### src/rtl/core/dcdc_sps_pkg.sv
// ----------------------------------------------------------------------------
// dcdc_sps_pkg
// Shared types, constants and helper functions for the DC-DC status poll
// sequencer: payload structs, queue entry, register indexes and fault masks.
// ----------------------------------------------------------------------------
package dcdc_sps_pkg;

    localparam int unsigned QUEUE_DEPTH_DEF = 2;

    localparam int unsigned ID_W        = 29;
    localparam int unsigned DATA_W      = 64;
    localparam int unsigned TICKS_W     = 16;
    localparam int unsigned WORD_W      = 16;
    localparam int unsigned STEP_W      = 4;
    localparam int unsigned GROUP_W     = 3;
    localparam int unsigned CODE_W      = 8;
    localparam int unsigned NUM_GROUPS  = 7;
    localparam int unsigned CFG_INDEX_W = 3;
    localparam int unsigned CFG_DATA_W  = 32;

    localparam logic [STEP_W-1:0]  STEP_LAST     = 4'd13;
    localparam logic [TICKS_W-1:0] TIMEOUT_RESET = 16'd100;

    localparam logic [GROUP_W-1:0] GRP_STATUS  = 3'd3;
    localparam logic [GROUP_W-1:0] GRP_FAULT_A = 3'd4;
    localparam logic [GROUP_W-1:0] GRP_FAULT_B = 3'd5;
    localparam logic [GROUP_W-1:0] GRP_MODULE  = 3'd6;

    localparam logic KIND_REQUEST = 1'b0;
    localparam logic KIND_REPLY   = 1'b1;

    // fault masks per word
    localparam logic [WORD_W-1:0] MASK_STATUS_W0  = 16'h0001;
    localparam logic [WORD_W-1:0] MASK_STATUS_W12 = 16'h0842;
    localparam logic [WORD_W-1:0] MASK_FAULTA_W0  = 16'h003C;
    localparam logic [WORD_W-1:0] MASK_FAULTA_W1  = 16'h6FFF;
    localparam logic [WORD_W-1:0] MASK_FAULT_BIT4 = 16'h0010;

    typedef enum logic [1:0] {
        MODE_POLL   = 2'd0,
        MODE_FRAME  = 2'd1,
        MODE_TICK   = 2'd2,
        MODE_UNUSED = 2'd3
    } mode_t;

    typedef enum logic [1:0] {
        OP_POLL  = 2'd0,
        OP_FRAME = 2'd1,
        OP_TICK  = 2'd2
    } op_t;

    typedef enum logic [CFG_INDEX_W-1:0] {
        CFG_TIMEOUT      = 3'd0,
        CFG_ID_SYS       = 3'd1,
        CFG_ID_TEMP_A    = 3'd2,
        CFG_ID_TEMP_B    = 3'd3,
        CFG_ID_STATUS    = 3'd4,
        CFG_ID_FAULT_A   = 3'd5,
        CFG_ID_FAULT_B   = 3'd6,
        CFG_ID_MODULE    = 3'd7
    } cfg_reg_t;

    typedef struct packed {
        logic [1:0]        mode;
        logic [ID_W-1:0]   rx_id;
        logic [DATA_W-1:0] rx_data;
    } in_item_t;

    typedef struct packed {
        logic                kind;
        logic [CODE_W-1:0]   request_code;
        logic [DATA_W-1:0]   request_payload;
        logic [GROUP_W-1:0]  reply_group;
        logic [WORD_W-1:0]   word0;
        logic [WORD_W-1:0]   word1;
        logic [WORD_W-1:0]   word2;
        logic [WORD_W-1:0]   word3;
        logic                fault;
    } out_item_t;

    typedef struct packed {
        op_t               op;
        logic [ID_W-1:0]   rx_id;
        logic [DATA_W-1:0] rx_data;
    } q_entry_t;

    function automatic logic [CODE_W-1:0] req_code(input logic [GROUP_W-1:0] grp);
        logic [CODE_W-1:0] code;
        case (grp)
            3'd0:    code = 8'hD1;
            3'd1:    code = 8'hD2;
            3'd2:    code = 8'hD3;
            3'd3:    code = 8'hDB;
            3'd4:    code = 8'hDC;
            3'd5:    code = 8'hDD;
            3'd6:    code = 8'hD5;
            default: code = 8'h00;
        endcase
        return code;
    endfunction

    // bytes 7..0: 00 01 00 code 00 00 FF FF
    function automatic logic [DATA_W-1:0] req_payload(input logic [CODE_W-1:0] code);
        return {8'h00, 8'h01, 8'h00, code, 8'h00, 8'h00, 8'hFF, 8'hFF};
    endfunction

endpackage

### src/rtl/core/dcdc_sps_front.sv
// ----------------------------------------------------------------------------
// dcdc_sps_front
// Input side: accepts transactions, decodes the mode into an operation and
// pushes it into the queue. Unused mode codes are taken and dropped.
// ----------------------------------------------------------------------------
module dcdc_sps_front import dcdc_sps_pkg::*; (
    input  logic     s_valid,
    output logic     s_ready,
    input  in_item_t s_data,
    input  logic     q_ready,
    output logic     q_push,
    output q_entry_t q_push_entry
);

    logic keep;

    assign s_ready = q_ready;

    always_comb begin
        keep                 = 1'b1;
        q_push_entry.op      = OP_POLL;
        q_push_entry.rx_id   = s_data.rx_id;
        q_push_entry.rx_data = s_data.rx_data;
        case (mode_t'(s_data.mode))
            MODE_POLL:  q_push_entry.op = OP_POLL;
            MODE_FRAME: q_push_entry.op = OP_FRAME;
            MODE_TICK:  q_push_entry.op = OP_TICK;
            default:    keep = 1'b0;
        endcase
    end

    assign q_push = s_valid && q_ready && keep;

endmodule

### src/rtl/core/dcdc_sps_queue.sv
// ----------------------------------------------------------------------------
// dcdc_sps_queue
// Short FIFO of decoded operations between the front and back sides.
// ----------------------------------------------------------------------------
module dcdc_sps_queue import dcdc_sps_pkg::*; #(
    parameter int unsigned DEPTH = QUEUE_DEPTH_DEF
) (
    input  logic     aclk,
    input  logic     aresetn,
    input  logic     push,
    input  q_entry_t push_entry,
    output logic     ready,
    input  logic     pop,
    output logic     pop_valid,
    output q_entry_t pop_entry
);

    localparam int unsigned PTR_W = (DEPTH > 1) ? $clog2(DEPTH) : 1;
    localparam int unsigned CNT_W = $clog2(DEPTH + 1);

    q_entry_t           mem [0:DEPTH-1];
    logic [PTR_W-1:0]   wr_ptr_reg, wr_ptr_next;
    logic [PTR_W-1:0]   rd_ptr_reg, rd_ptr_next;
    logic [CNT_W-1:0]   count_reg, count_next;
    logic               do_push, do_pop;

    assign ready     = (count_reg != CNT_W'(DEPTH));
    assign pop_valid = (count_reg != '0);
    assign pop_entry = mem[rd_ptr_reg];

    assign do_push = push && ready;
    assign do_pop  = pop && pop_valid;

    always_comb begin
        wr_ptr_next = wr_ptr_reg;
        rd_ptr_next = rd_ptr_reg;
        count_next  = count_reg;
        if (do_push) begin
            wr_ptr_next = (wr_ptr_reg == PTR_W'(DEPTH - 1)) ? '0 : wr_ptr_reg + 1'b1;
        end
        if (do_pop) begin
            rd_ptr_next = (rd_ptr_reg == PTR_W'(DEPTH - 1)) ? '0 : rd_ptr_reg + 1'b1;
        end
        case ({do_push, do_pop})
            2'b10:   count_next = count_reg + 1'b1;
            2'b01:   count_next = count_reg - 1'b1;
            default: count_next = count_reg;
        endcase
    end

    always_ff @(posedge aclk) begin
        if (!aresetn) begin
            wr_ptr_reg <= '0;
            rd_ptr_reg <= '0;
            count_reg  <= '0;
        end else begin
            wr_ptr_reg <= wr_ptr_next;
            rd_ptr_reg <= rd_ptr_next;
            count_reg  <= count_next;
        end
    end

    always_ff @(posedge aclk) begin
        if (do_push) begin
            mem[wr_ptr_reg] <= push_entry;
        end
    end

endmodule

### src/rtl/core/dcdc_sps_back.sv
// ----------------------------------------------------------------------------
// dcdc_sps_back
// Execution side: holds the poll step, reply latch, timeout countdown, fault
// flag and configuration registers; executes one queued operation per cycle,
// unless a result waits for m_ready, into a registered result stage.
// ----------------------------------------------------------------------------
module dcdc_sps_back import dcdc_sps_pkg::*; (
    input  logic                   aclk,
    input  logic                   aresetn,
    input  logic                   cfg_valid,
    output logic                   cfg_ready,
    input  logic [CFG_INDEX_W-1:0] cfg_index,
    input  logic [CFG_DATA_W-1:0]  cfg_data,
    input  logic                   q_valid,
    input  q_entry_t               q_entry,
    output logic                   q_pop,
    output logic                   m_valid,
    input  logic                   m_ready,
    output out_item_t              m_data
);

    logic [TICKS_W-1:0] timeout_reg;
    logic [ID_W-1:0]    reply_id_reg [0:NUM_GROUPS-1];

    logic [STEP_W-1:0]  step_reg, step_next;
    logic               waiting_reg, waiting_next;
    logic [TICKS_W-1:0] countdown_reg, countdown_next;
    logic               reply_seen_reg, reply_seen_next;
    logic [ID_W-1:0]    last_id_reg, last_id_next;
    logic [DATA_W-1:0]  last_data_reg, last_data_next;
    logic               fault_reg, fault_next;
    logic               m_valid_reg;
    out_item_t          m_data_reg;

    logic [GROUP_W-1:0] grp;
    logic               step_ok;
    logic [WORD_W-1:0]  w0, w1, w2, w3;
    logic [TICKS_W-1:0] cnt_dec;
    logic               res_valid;
    out_item_t          res;

    assign cfg_ready = 1'b1;
    assign q_pop     = q_valid && (!m_valid_reg || m_ready);
    assign m_valid   = m_valid_reg;
    assign m_data    = m_data_reg;

    assign grp     = step_reg[STEP_W-1:1];
    assign step_ok = (step_reg <= STEP_LAST);
    assign w0      = last_data_reg[15:0];
    assign w1      = last_data_reg[31:16];
    assign w2      = last_data_reg[47:32];
    assign w3      = last_data_reg[63:48];
    assign cnt_dec = (countdown_reg != '0) ? countdown_reg - 1'b1 : countdown_reg;

    always_comb begin
        step_next       = step_reg;
        waiting_next    = waiting_reg;
        countdown_next  = countdown_reg;
        reply_seen_next = reply_seen_reg;
        last_id_next    = last_id_reg;
        last_data_next  = last_data_reg;
        fault_next      = fault_reg;
        res_valid       = 1'b0;
        res             = '0;
        if (q_pop) begin
            case (q_entry.op)
                OP_POLL: begin
                    if (!waiting_reg && step_ok) begin
                        if (!step_reg[0]) begin
                            res_valid           = 1'b1;
                            res.kind            = KIND_REQUEST;
                            res.request_code    = req_code(grp);
                            res.request_payload = req_payload(req_code(grp));
                            last_data_next      = '0;
                            step_next           = {grp, 1'b1};
                            if (reply_seen_reg) begin
                                // early reply already in hand: skip the wait
                                reply_seen_next = 1'b0;
                                waiting_next    = 1'b0;
                            end else if (timeout_reg == '0) begin
                                waiting_next = 1'b0;
                                step_next    = {grp, 1'b0};
                            end else begin
                                waiting_next   = 1'b1;
                                countdown_next = timeout_reg;
                            end
                        end else if (last_id_reg == reply_id_reg[grp]) begin
                            case (grp)
                                GRP_STATUS:  fault_next = |((w0 & MASK_STATUS_W0)
                                                          | (w1 & MASK_STATUS_W12)
                                                          | (w2 & MASK_STATUS_W12));
                                GRP_FAULT_A: fault_next = |((w0 & MASK_FAULTA_W0)
                                                          | (w1 & MASK_FAULTA_W1)
                                                          | (w2 & MASK_FAULT_BIT4)
                                                          | (w3 & MASK_FAULT_BIT4));
                                GRP_FAULT_B: fault_next = |((w0 | w1 | w2 | w3)
                                                          & MASK_FAULT_BIT4);
                                default:     fault_next = fault_reg;
                            endcase
                            step_next       = (grp == GRP_MODULE) ? '0 : {grp + 3'd1, 1'b0};
                            res_valid       = 1'b1;
                            res.kind        = KIND_REPLY;
                            res.reply_group = grp;
                            res.word0       = w0;
                            res.word1       = w1;
                            res.word2       = w2;
                            res.word3       = w3;
                            res.fault       = fault_next;
                        end
                    end
                end
                OP_FRAME: begin
                    last_id_next    = q_entry.rx_id;
                    last_data_next  = q_entry.rx_data;
                    reply_seen_next = !waiting_reg;
                    waiting_next    = 1'b0;
                end
                OP_TICK: begin
                    countdown_next = cnt_dec;
                    if (waiting_reg && cnt_dec == '0) begin
                        // timed out: back to the request step
                        waiting_next = 1'b0;
                        step_next    = step_reg - 1'b1;
                    end
                end
                default: ;
            endcase
        end
    end

    always_ff @(posedge aclk) begin
        if (!aresetn) begin
            timeout_reg    <= TIMEOUT_RESET;
            for (int i = 0; i < NUM_GROUPS; i++) begin
                reply_id_reg[i] <= '0;
            end
            step_reg       <= '0;
            waiting_reg    <= 1'b0;
            countdown_reg  <= '0;
            reply_seen_reg <= 1'b0;
            last_id_reg    <= '0;
            last_data_reg  <= '0;
            fault_reg      <= 1'b0;
            m_valid_reg    <= 1'b0;
        end else begin
            if (cfg_valid) begin
                if (cfg_reg_t'(cfg_index) == CFG_TIMEOUT) begin
                    timeout_reg <= cfg_data[TICKS_W-1:0];
                end else begin
                    reply_id_reg[cfg_index - 3'd1] <= cfg_data[ID_W-1:0];
                end
            end
            step_reg       <= step_next;
            waiting_reg    <= waiting_next;
            countdown_reg  <= countdown_next;
            reply_seen_reg <= reply_seen_next;
            last_id_reg    <= last_id_next;
            last_data_reg  <= last_data_next;
            fault_reg      <= fault_next;
            if (q_pop && res_valid) begin
                m_valid_reg <= 1'b1;
            end else if (m_ready) begin
                m_valid_reg <= 1'b0;
            end
        end
    end

    // result payload, loaded only when the stage is free or draining
    always_ff @(posedge aclk) begin
        if (q_pop && res_valid) begin
            m_data_reg <= res;
        end
    end

endmodule

### src/rtl/core/dcdc_status_poll_sequencer_unit.sv
// ----------------------------------------------------------------------------
// dcdc_status_poll_sequencer_unit
// Polls a DC-DC converter through seven CAN request and reply pairs.
// ----------------------------------------------------------------------------
// Each input transaction is a poll call, a received CAN frame or a timer
// tick. A poll at a request step yields a request frame (code and 8-byte
// payload; the link layer adds the CAN ID); a poll at a reply step whose
// latched frame ID matches the configured one yields the four decoded words
// and the updated fault flag. Frames and ticks yield no result. One
// transaction is taken per clock while the queue has room: the front side
// decodes it into a QUEUE_DEPTH-entry queue and the back side executes one
// queued operation per cycle, unless a result waits for m_ready, into a
// registered result stage, so a result passes through the queue and then
// the result register before it shows on m_valid. Input stalls only once
// a result waits for m_ready and the queue has filled.
// Configuration writes are taken every cycle and must be issued while idle.
// ----------------------------------------------------------------------------
module dcdc_status_poll_sequencer_unit import dcdc_sps_pkg::*; #(
    parameter int unsigned QUEUE_DEPTH = QUEUE_DEPTH_DEF
) (
    input  logic                   aclk,
    input  logic                   aresetn,
    input  logic                   s_valid,
    output logic                   s_ready,
    input  in_item_t               s_data,
    output logic                   m_valid,
    input  logic                   m_ready,
    output out_item_t              m_data,
    input  logic                   cfg_valid,
    output logic                   cfg_ready,
    input  logic [CFG_INDEX_W-1:0] cfg_index,
    input  logic [CFG_DATA_W-1:0]  cfg_data
);

    logic     q_ready;
    logic     q_push;
    q_entry_t q_push_entry;
    logic     q_pop;
    logic     q_valid;
    q_entry_t q_entry;

    dcdc_sps_front u_front (
        .s_valid      (s_valid),
        .s_ready      (s_ready),
        .s_data       (s_data),
        .q_ready      (q_ready),
        .q_push       (q_push),
        .q_push_entry (q_push_entry)
    );

    dcdc_sps_queue #(
        .DEPTH (QUEUE_DEPTH)
    ) u_queue (
        .aclk       (aclk),
        .aresetn    (aresetn),
        .push       (q_push),
        .push_entry (q_push_entry),
        .ready      (q_ready),
        .pop        (q_pop),
        .pop_valid  (q_valid),
        .pop_entry  (q_entry)
    );

    dcdc_sps_back u_back (
        .aclk      (aclk),
        .aresetn   (aresetn),
        .cfg_valid (cfg_valid),
        .cfg_ready (cfg_ready),
        .cfg_index (cfg_index),
        .cfg_data  (cfg_data),
        .q_valid   (q_valid),
        .q_entry   (q_entry),
        .q_pop     (q_pop),
        .m_valid   (m_valid),
        .m_ready   (m_ready),
        .m_data    (m_data)
    );

endmodule

### config.mk
export PLATFORM = sky130hd
export DESIGN_NAME = dcdc_status_poll_sequencer_unit
export DESIGN_NICKNAME = d
export VERILOG_FILES = /design/src/rtl/core/dcdc_sps_pkg.sv /design/src/rtl/core/dcdc_sps_front.sv /design/src/rtl/core/dcdc_sps_queue.sv /design/src/rtl/core/dcdc_sps_back.sv /design/src/rtl/core/dcdc_status_poll_sequencer_unit.sv
export SDC_FILE = /design/constraint.sdc
export NUM_CORES = 1
export LEC_CHECK = 0
export BUFFER_PORTS_ARGS = -buffer_cell sky130_fd_sc_hd__buf_2
export CAP_MARGIN = 0
export CORE_ASPECT_RATIO = 1.1
export CORE_UTILIZATION = 38
export CTS_CLUSTER_SIZE = 30
export DETAILED_ROUTE_END_ITERATION = 16
export PLACE_DENSITY_LB_ADDON = 0.3
export SYNTH_ARGS = -nofsm -noshare
export SYNTH_HDL_FRONTEND = slang
export SYNTH_SLANG_ARGS = --single-unit
### constraint.sdc
create_clock -name aclk -period 9 [get_ports aclk]
set_input_delay 1.8 -clock aclk [delete_from_list [all_inputs] [get_ports aclk]]
set_output_delay 1.8 -clock aclk [all_outputs]
set_load 0.03 [all_outputs]
**After elaboration in Yosys (flattened, before gate mapping)**

Memory sizes are Yosys's and may differ from the RTL's. A register that Yosys moved wholly into a read port is not among the register bits.
Cells that the tools add are included.

- $add $sub $neg: 8
- $mul: 0
- Divide/modulo/power cells: 0
- Magnitude comparators: 1
- Eq/ne operators: 21
- Shifts and indexed selects: 0
- Mux-type cells: 55
- Bitwise gates (word level): 11
- Reduce and logical (&&, ||, !) cells: 39

Operators by type and width:

| operator | number |
|---|---|
| 64-bit 2-to-1 mux | 2 |
| 64-bit one-hot mux with 2 select lines | 1 |
| 16-bit 2-to-1 mux | 5 |
| 8-bit one-hot mux with 7 select lines | 1 |
| 49-bit 2-to-1 mux | 1 |
| 16-bit zero test | 2 |
| 16-bit by 5-bit OR with 16-bit output | 2 |
| 16-bit one-hot mux with 2 select lines | 1 |
| 16-bit OR reduction | 2 |
| 29-bit equality test | 1 |
| 29-bit 2-to-1 mux | 1 |
| 29-bit OR reduction | 1 |
| 1-bit 2-to-1 mux | 28 |
| 4-bit 2-to-1 mux | 6 |
| 16-bit nonzero test | 1 |
| 16-bit by 1-bit subtractor with 16-bit output (second input constant) | 1 |
| 5-bit OR | 3 |
| 6-bit by 15-bit OR with 15-bit output | 1 |
| 1-bit by 12-bit OR with 12-bit output | 1 |
| 12-bit OR | 1 |
| 4-bit AND reduction | 3 |
| 6-bit AND reduction | 2 |
| 5-bit AND reduction | 2 |
| 2-bit nonzero test | 5 |
| 30 further kinds | 61 |

- Bits in registers: 270
- Latch bits: 0
- Memory bits (writable): 393
- Memory bits (read-only): 0
- Output and inout port bits: 144
- Memories kept: 2

Memory list:

| memory | words | bits a word | read ports | clocked after memory_dff | wr ports | line | source |
|---|---|---|---|---|---|---|---|
| u_back.reply_id_reg | 7 | 29 | 1 | 1 | 7 | dcdc_sps_back.sv:23 | `logic [ID_W-1:0] reply_id_reg [0:NUM_GROUPS-1];` |
| u_queue.mem | 2 | 95 | 1 | 1 | 1 | dcdc_sps_queue.sv:21 | `q_entry_t mem [0:DEPTH-1];` |

**Longest topological paths before layout**

- Word-level depth: 8
- Depth in mapped cells: 15
- Gate-level depth less buffers: 10

**Cells and area by module**

From an unflattened synthesis, not the netlist that was laid out.

- Cells, all modules: 2,136
- Area, all modules: 27,079.7 µm²

Modules (own cells, without submodules):

| module | instances | cells each | area an instance (µm²) | seq. area each (µm²) |
|---|---|---|---|---|
| dcdc_sps_back | 1 | 1,718 | 19,247.2 | 11,651.2 |
| dcdc_sps_queue | 1 | 320 | 7,103.1 | 5,805.6 |
| dcdc_sps_front | 1 | 98 | 729.4 | 0.0 |

**Worst setup path before layout**

Ideal clock, no wire load.

- Path kind: input to register
- From: input port s_data[93] (netlist bit)
- To: memory u_queue.mem[0][0] (netlist bit) (enable)
- Arrival time: 5.994 ns
- Required time: 8.450 ns
- Slack: 2.457 ns
- Stages: 3
- Path buffers: 0
- Cells stage by stage: nand2_1 nand3_1 nor2_1

- Cells in the longest elaborated chain, start to end: 7
- Elaborated cells between the ends (all ways): 9
- Classes of those cells: 2 x eq/ne; 3 x mux; 4 x reduce/logical

RTL lines:

| what | line | source |
|---|---|---|
| from (decl) | dcdc_status_poll_sequencer_unit.sv:25 | `input in_item_t s_data,` |
| 2-bit by 1-bit equality test with 1-bit output, or another cell as far along | dcdc_sps_front.sv:24 | `case (mode_t'(s_data.mode))` |
| 3-bit OR reduction (no source line) (*) | - |  |
| 1-bit 2-to-1 mux (*) | dcdc_sps_front.sv:24 |  |
| 1-bit logical AND (*) | dcdc_sps_front.sv:32 | `assign q_push = s_valid && q_ready && keep;` |
| 1-bit logical AND (*) | dcdc_sps_queue.sv:31 | `assign do_push = push && ready;` |
| 1-bit 2-to-1 mux (*) | dcdc_sps_queue.sv:64 | `if (do_push) begin` |
| 1-bit 2-to-1 mux (not written as such) (*) | dcdc_sps_queue.sv:65 | `mem[wr_ptr_reg] <= push_entry;` |
| to (decl) | dcdc_sps_queue.sv:21 |  |

Every way passes the cells marked *; elsewhere a longest branch is shown, timed or not.

==> impl_metrics.toml <==
[timing]
worst_slew_pin_slew_ns = 1.11
fin_crit_sh = 0.655
rsz0062_at_grt = "false"
timing.hold.ws_ns = 0.446
fin_crit_ns = 5.89
skew_ns = 0.0234
max_freq_mhz = 170
slew_headroom = 0.258
fin_ws_ns = 3.11
drv_slew = 0
finalHoldViolations = 0
setup_tns_ns = 0
setup_viol = 0

[run_status]
status = "complete, no violations"

[global_routing]
grt-busiest-layer = "met2"
grt_pass1_vias = 16186
grt_overflow = 0
grt.met3_usage = 0.0652
use_met1 = 0.232
track_usage = 0.183
grt_antenna_before_repair = 19
grt_pass1_wl_um = 97200
grt_max_degree = 82
use_met2 = 0.293

[final_layout]
fillCellCount = 6183
area_growth_pct = 14.9
register_area_mm2 = 0.0175
mostFrequentLayoutCell = "edfxtp_1"
mostFrequentLayoutCells = "468 x edfxtp_1, 323 x nor2_1, 233 x buf_2"
multi_input_area_mm2 = 0.00775
largest_reg_flops = 232
drive_gt1_frac = 0.232
final_nets = 2324

[clock_network]
cts_tree = "yes"
cts_resized = 0
clock_sinks = 638
clk_pin_slew_ns = 0.06
holdBufCountCts = 0
post_cts_buffers = 0
clkLatencyLatePin_ns = 0.62
cts_root_buffer = "clkbuf_16"
cts_max_level = 3
ctsLongestPathBuffers = 3
cts_buffers = 69

[synth]
yosysWarningCount = 0
yosys.area.top_type_share = 0.536
netlist_instances = 1993
ys_types = 69
ys_seq_elements = 638
async_reset_ff_frac = 0
synth_edf_count = 468
syn_area_mm2 = 0.0262
ys_top_cells_by_area = "edfxtp_1 54%, dfxtp_1 13%, nor2_1 4.7%"
syn_area_per_cell_um2 = 13.1
yosys.area.top_type = "edfxtp_1"
synthFlopType = "edfxtp_1"
synth-seq-area-share = 0.666

[worst_setup_path]
slowest_stage = "nor2b_4"
crit_end = "u_back.m_data[40]"
critPathRequiredTime_ns = 9.23
cp-start-kind = "flip-flop"
crit_top_cell = "buf_4"
r2r-end = "u_back.m_data[40]"
max_stage_delay_ns = 0.86
cp_max_fo = 46
worstPathArrival_ns = 6.13
crit_path_cell_trace = "buf_4 -> mux4_2 -> mux2i_1 -> xor2_1 -> nand4_1 -> or4_1 -> o31ai_1 -> nor2b_4 -> buf_4"
r2r_slack_ns = 3.11
critPathKind = "flip-flop to flip-flop"
rr_worst_depth = 9
cp-end-kind = "flip-flop"

[hold_path]
hold_path_class = "flip-flop to flip-flop"

[die]
dieArea_mm2 = 0.0700
num_rows = 100
start_util = 0.386
io_pins = 279
die_h_um = 277
core_mm2 = 0.0679
die_x_um = 252

[drt]
drt-pass1-iter-count = 5
wirelength_um = 64200
post_drt_wl_per_cell_um = 20.3
via_per_inst = 5.14
drt_iter0_drc = 1272
ant_nets = 0
drcViolationCount = 0
routed-via-count = 16217

[job]
cap_viol_max_count = 0

[placement]
dp_slack_ns = 3.07
gp_congestion = 0.813
dpl.hpwl_um = 40400
io_buffer_count = 233

[power]
p_leak_nw = 10.6
vdd_drop_max_mv = 0.208
power_density_mw_per_mm2 = 275
==> worst max-delay path: cells and delay by family (launching register included) <==
family / cells / cell delay [ns]
AND/OR/NAND/NOR: 3 / 1.69
multiplexers: 2 / 0.97
buffers and inverters: 2 / 1.20
XOR/XNOR: 1 / 0.19
flip-flops: 1 / 0.85
AO/OA/AOI/OAI: 1 / 0.48
==> per-layer routing <==
layer	part of all wire	wire length (um)	up-vias
met2	0.47	30500	530
met5	0.0034	221	-
met3	0.094	6040	118
li1	-	-	7497
met1	0.41	26200	8042
met4	0.020	1250	30
==> kinds of logic after synthesis <==
family          Yosys count  synth area share
buf+inv                 230            0.0470
simple gates            621             0.106
mux                     194            0.0954
fa+ha+maj                12           0.00573
compound gates          262            0.0680
other cells               2          0.000287
xor+xnor                 34            0.0114
flops                   638             0.666
==> Yosys cell counts (3+ instances only) <==
| cell type | instances |
|---|---|
| buf_1 | 10 |
| dfxtp_1 | 170 |
| o21ai_0 | 10 |
| mux2_2 | 86 |
| o221a_2 | 5 |
| buf_2 | 8 |
| or3_1 | 4 |
| nor4_1 | 14 |
| nand3_1 | 27 |
| a211oi_1 | 34 |
| nor2b_1 | 8 |
| nor3_1 | 22 |
| a22o_1 | 3 |
| ha_1 | 12 |
| edfxtp_1 | 468 |
| mux2i_1 | 72 |
| nand4_1 | 7 |
| a221oi_1 | 9 |
| or2_2 | 7 |
| o31ai_1 | 3 |
| nand2b_1 | 8 |
| clkbuf_1 | 83 |
| mux4_2 | 36 |
| inv_1 | 46 |
| or4_1 | 3 |
| o22ai_1 | 14 |
| a21boi_0 | 3 |
| nor2_1 | 327 |
| a21oi_1 | 87 |
| xor2_1 | 17 |
| buf_6 | 5 |
| a31oi_1 | 9 |
| and2_1 | 66 |
| a22oi_1 | 49 |
| and3_1 | 3 |
| buf_4 | 74 |
| a311oi_1 | 3 |
| nand2_1 | 115 |
| xnor2_1 | 17 |
| o21a_1 | 8 |
==> metrics by stage <==
step	power [mW]	cell area, um^2	util	instances
floorplan	5.13	26400	-	2033
global placement	5.55	27900	0.410	3024
detailed placement	5.59	27900	0.410	3024
CTS	8.36	30100	0.443	3152
global route	8.67	30100	0.443	3154
finish	8.28	30100	0.443	3156
==> how the worst min path moves through the flow <==
| stage | startpoint | to | depth (start not counted) |
|---|---|---|---|
| 2_1_floorplan | u_back.last_data_reg[28] | u_back.last_data_reg[28] | 2 |
| 3_3_place_gp | u_back.last_data_reg[56] | u_back.last_data_reg[56] | 2 |
| 3_5_place_dp | u_back.last_data_reg[34] | u_back.last_data_reg[34] | 2 |
| 4_1_cts | u_back.last_data_reg[34] | u_back.last_data_reg[34] | 2 |
| 5_1_grt | u_back.last_data_reg[34] | u_back.last_data_reg[34] | 2 |
| 6_report | u_back.last_data_reg[34] | u_back.last_data_reg[34] | 2 |
==> where the power goes <==
| group | switching (mW) | internal (mW) |
|---|---|---|
| Clock | 1.15 | 1.61 |
| Sequential | 0.216 | 3.50 |
| Combinational | 1.12 | 0.674 |
| Total | 2.49 | 5.78 |
==> area by class of cell <==
| class | instances | share of cell area |
|---|---|---|
| clock inverter | 19 | 0.00723 |
| clock buffer | 109 | 0.0667 |
| sequential | 638 | 0.580 |
| timing repair buffer | 256 | 0.0445 |
| multi-input combinational | 1165 | 0.257 |
| antenna | 4 | 0.000332 |
| inverter | 47 | 0.00594 |
| tap | 918 | 0.0381 |
Note: power is estimated with default switching activity, not from simulation.
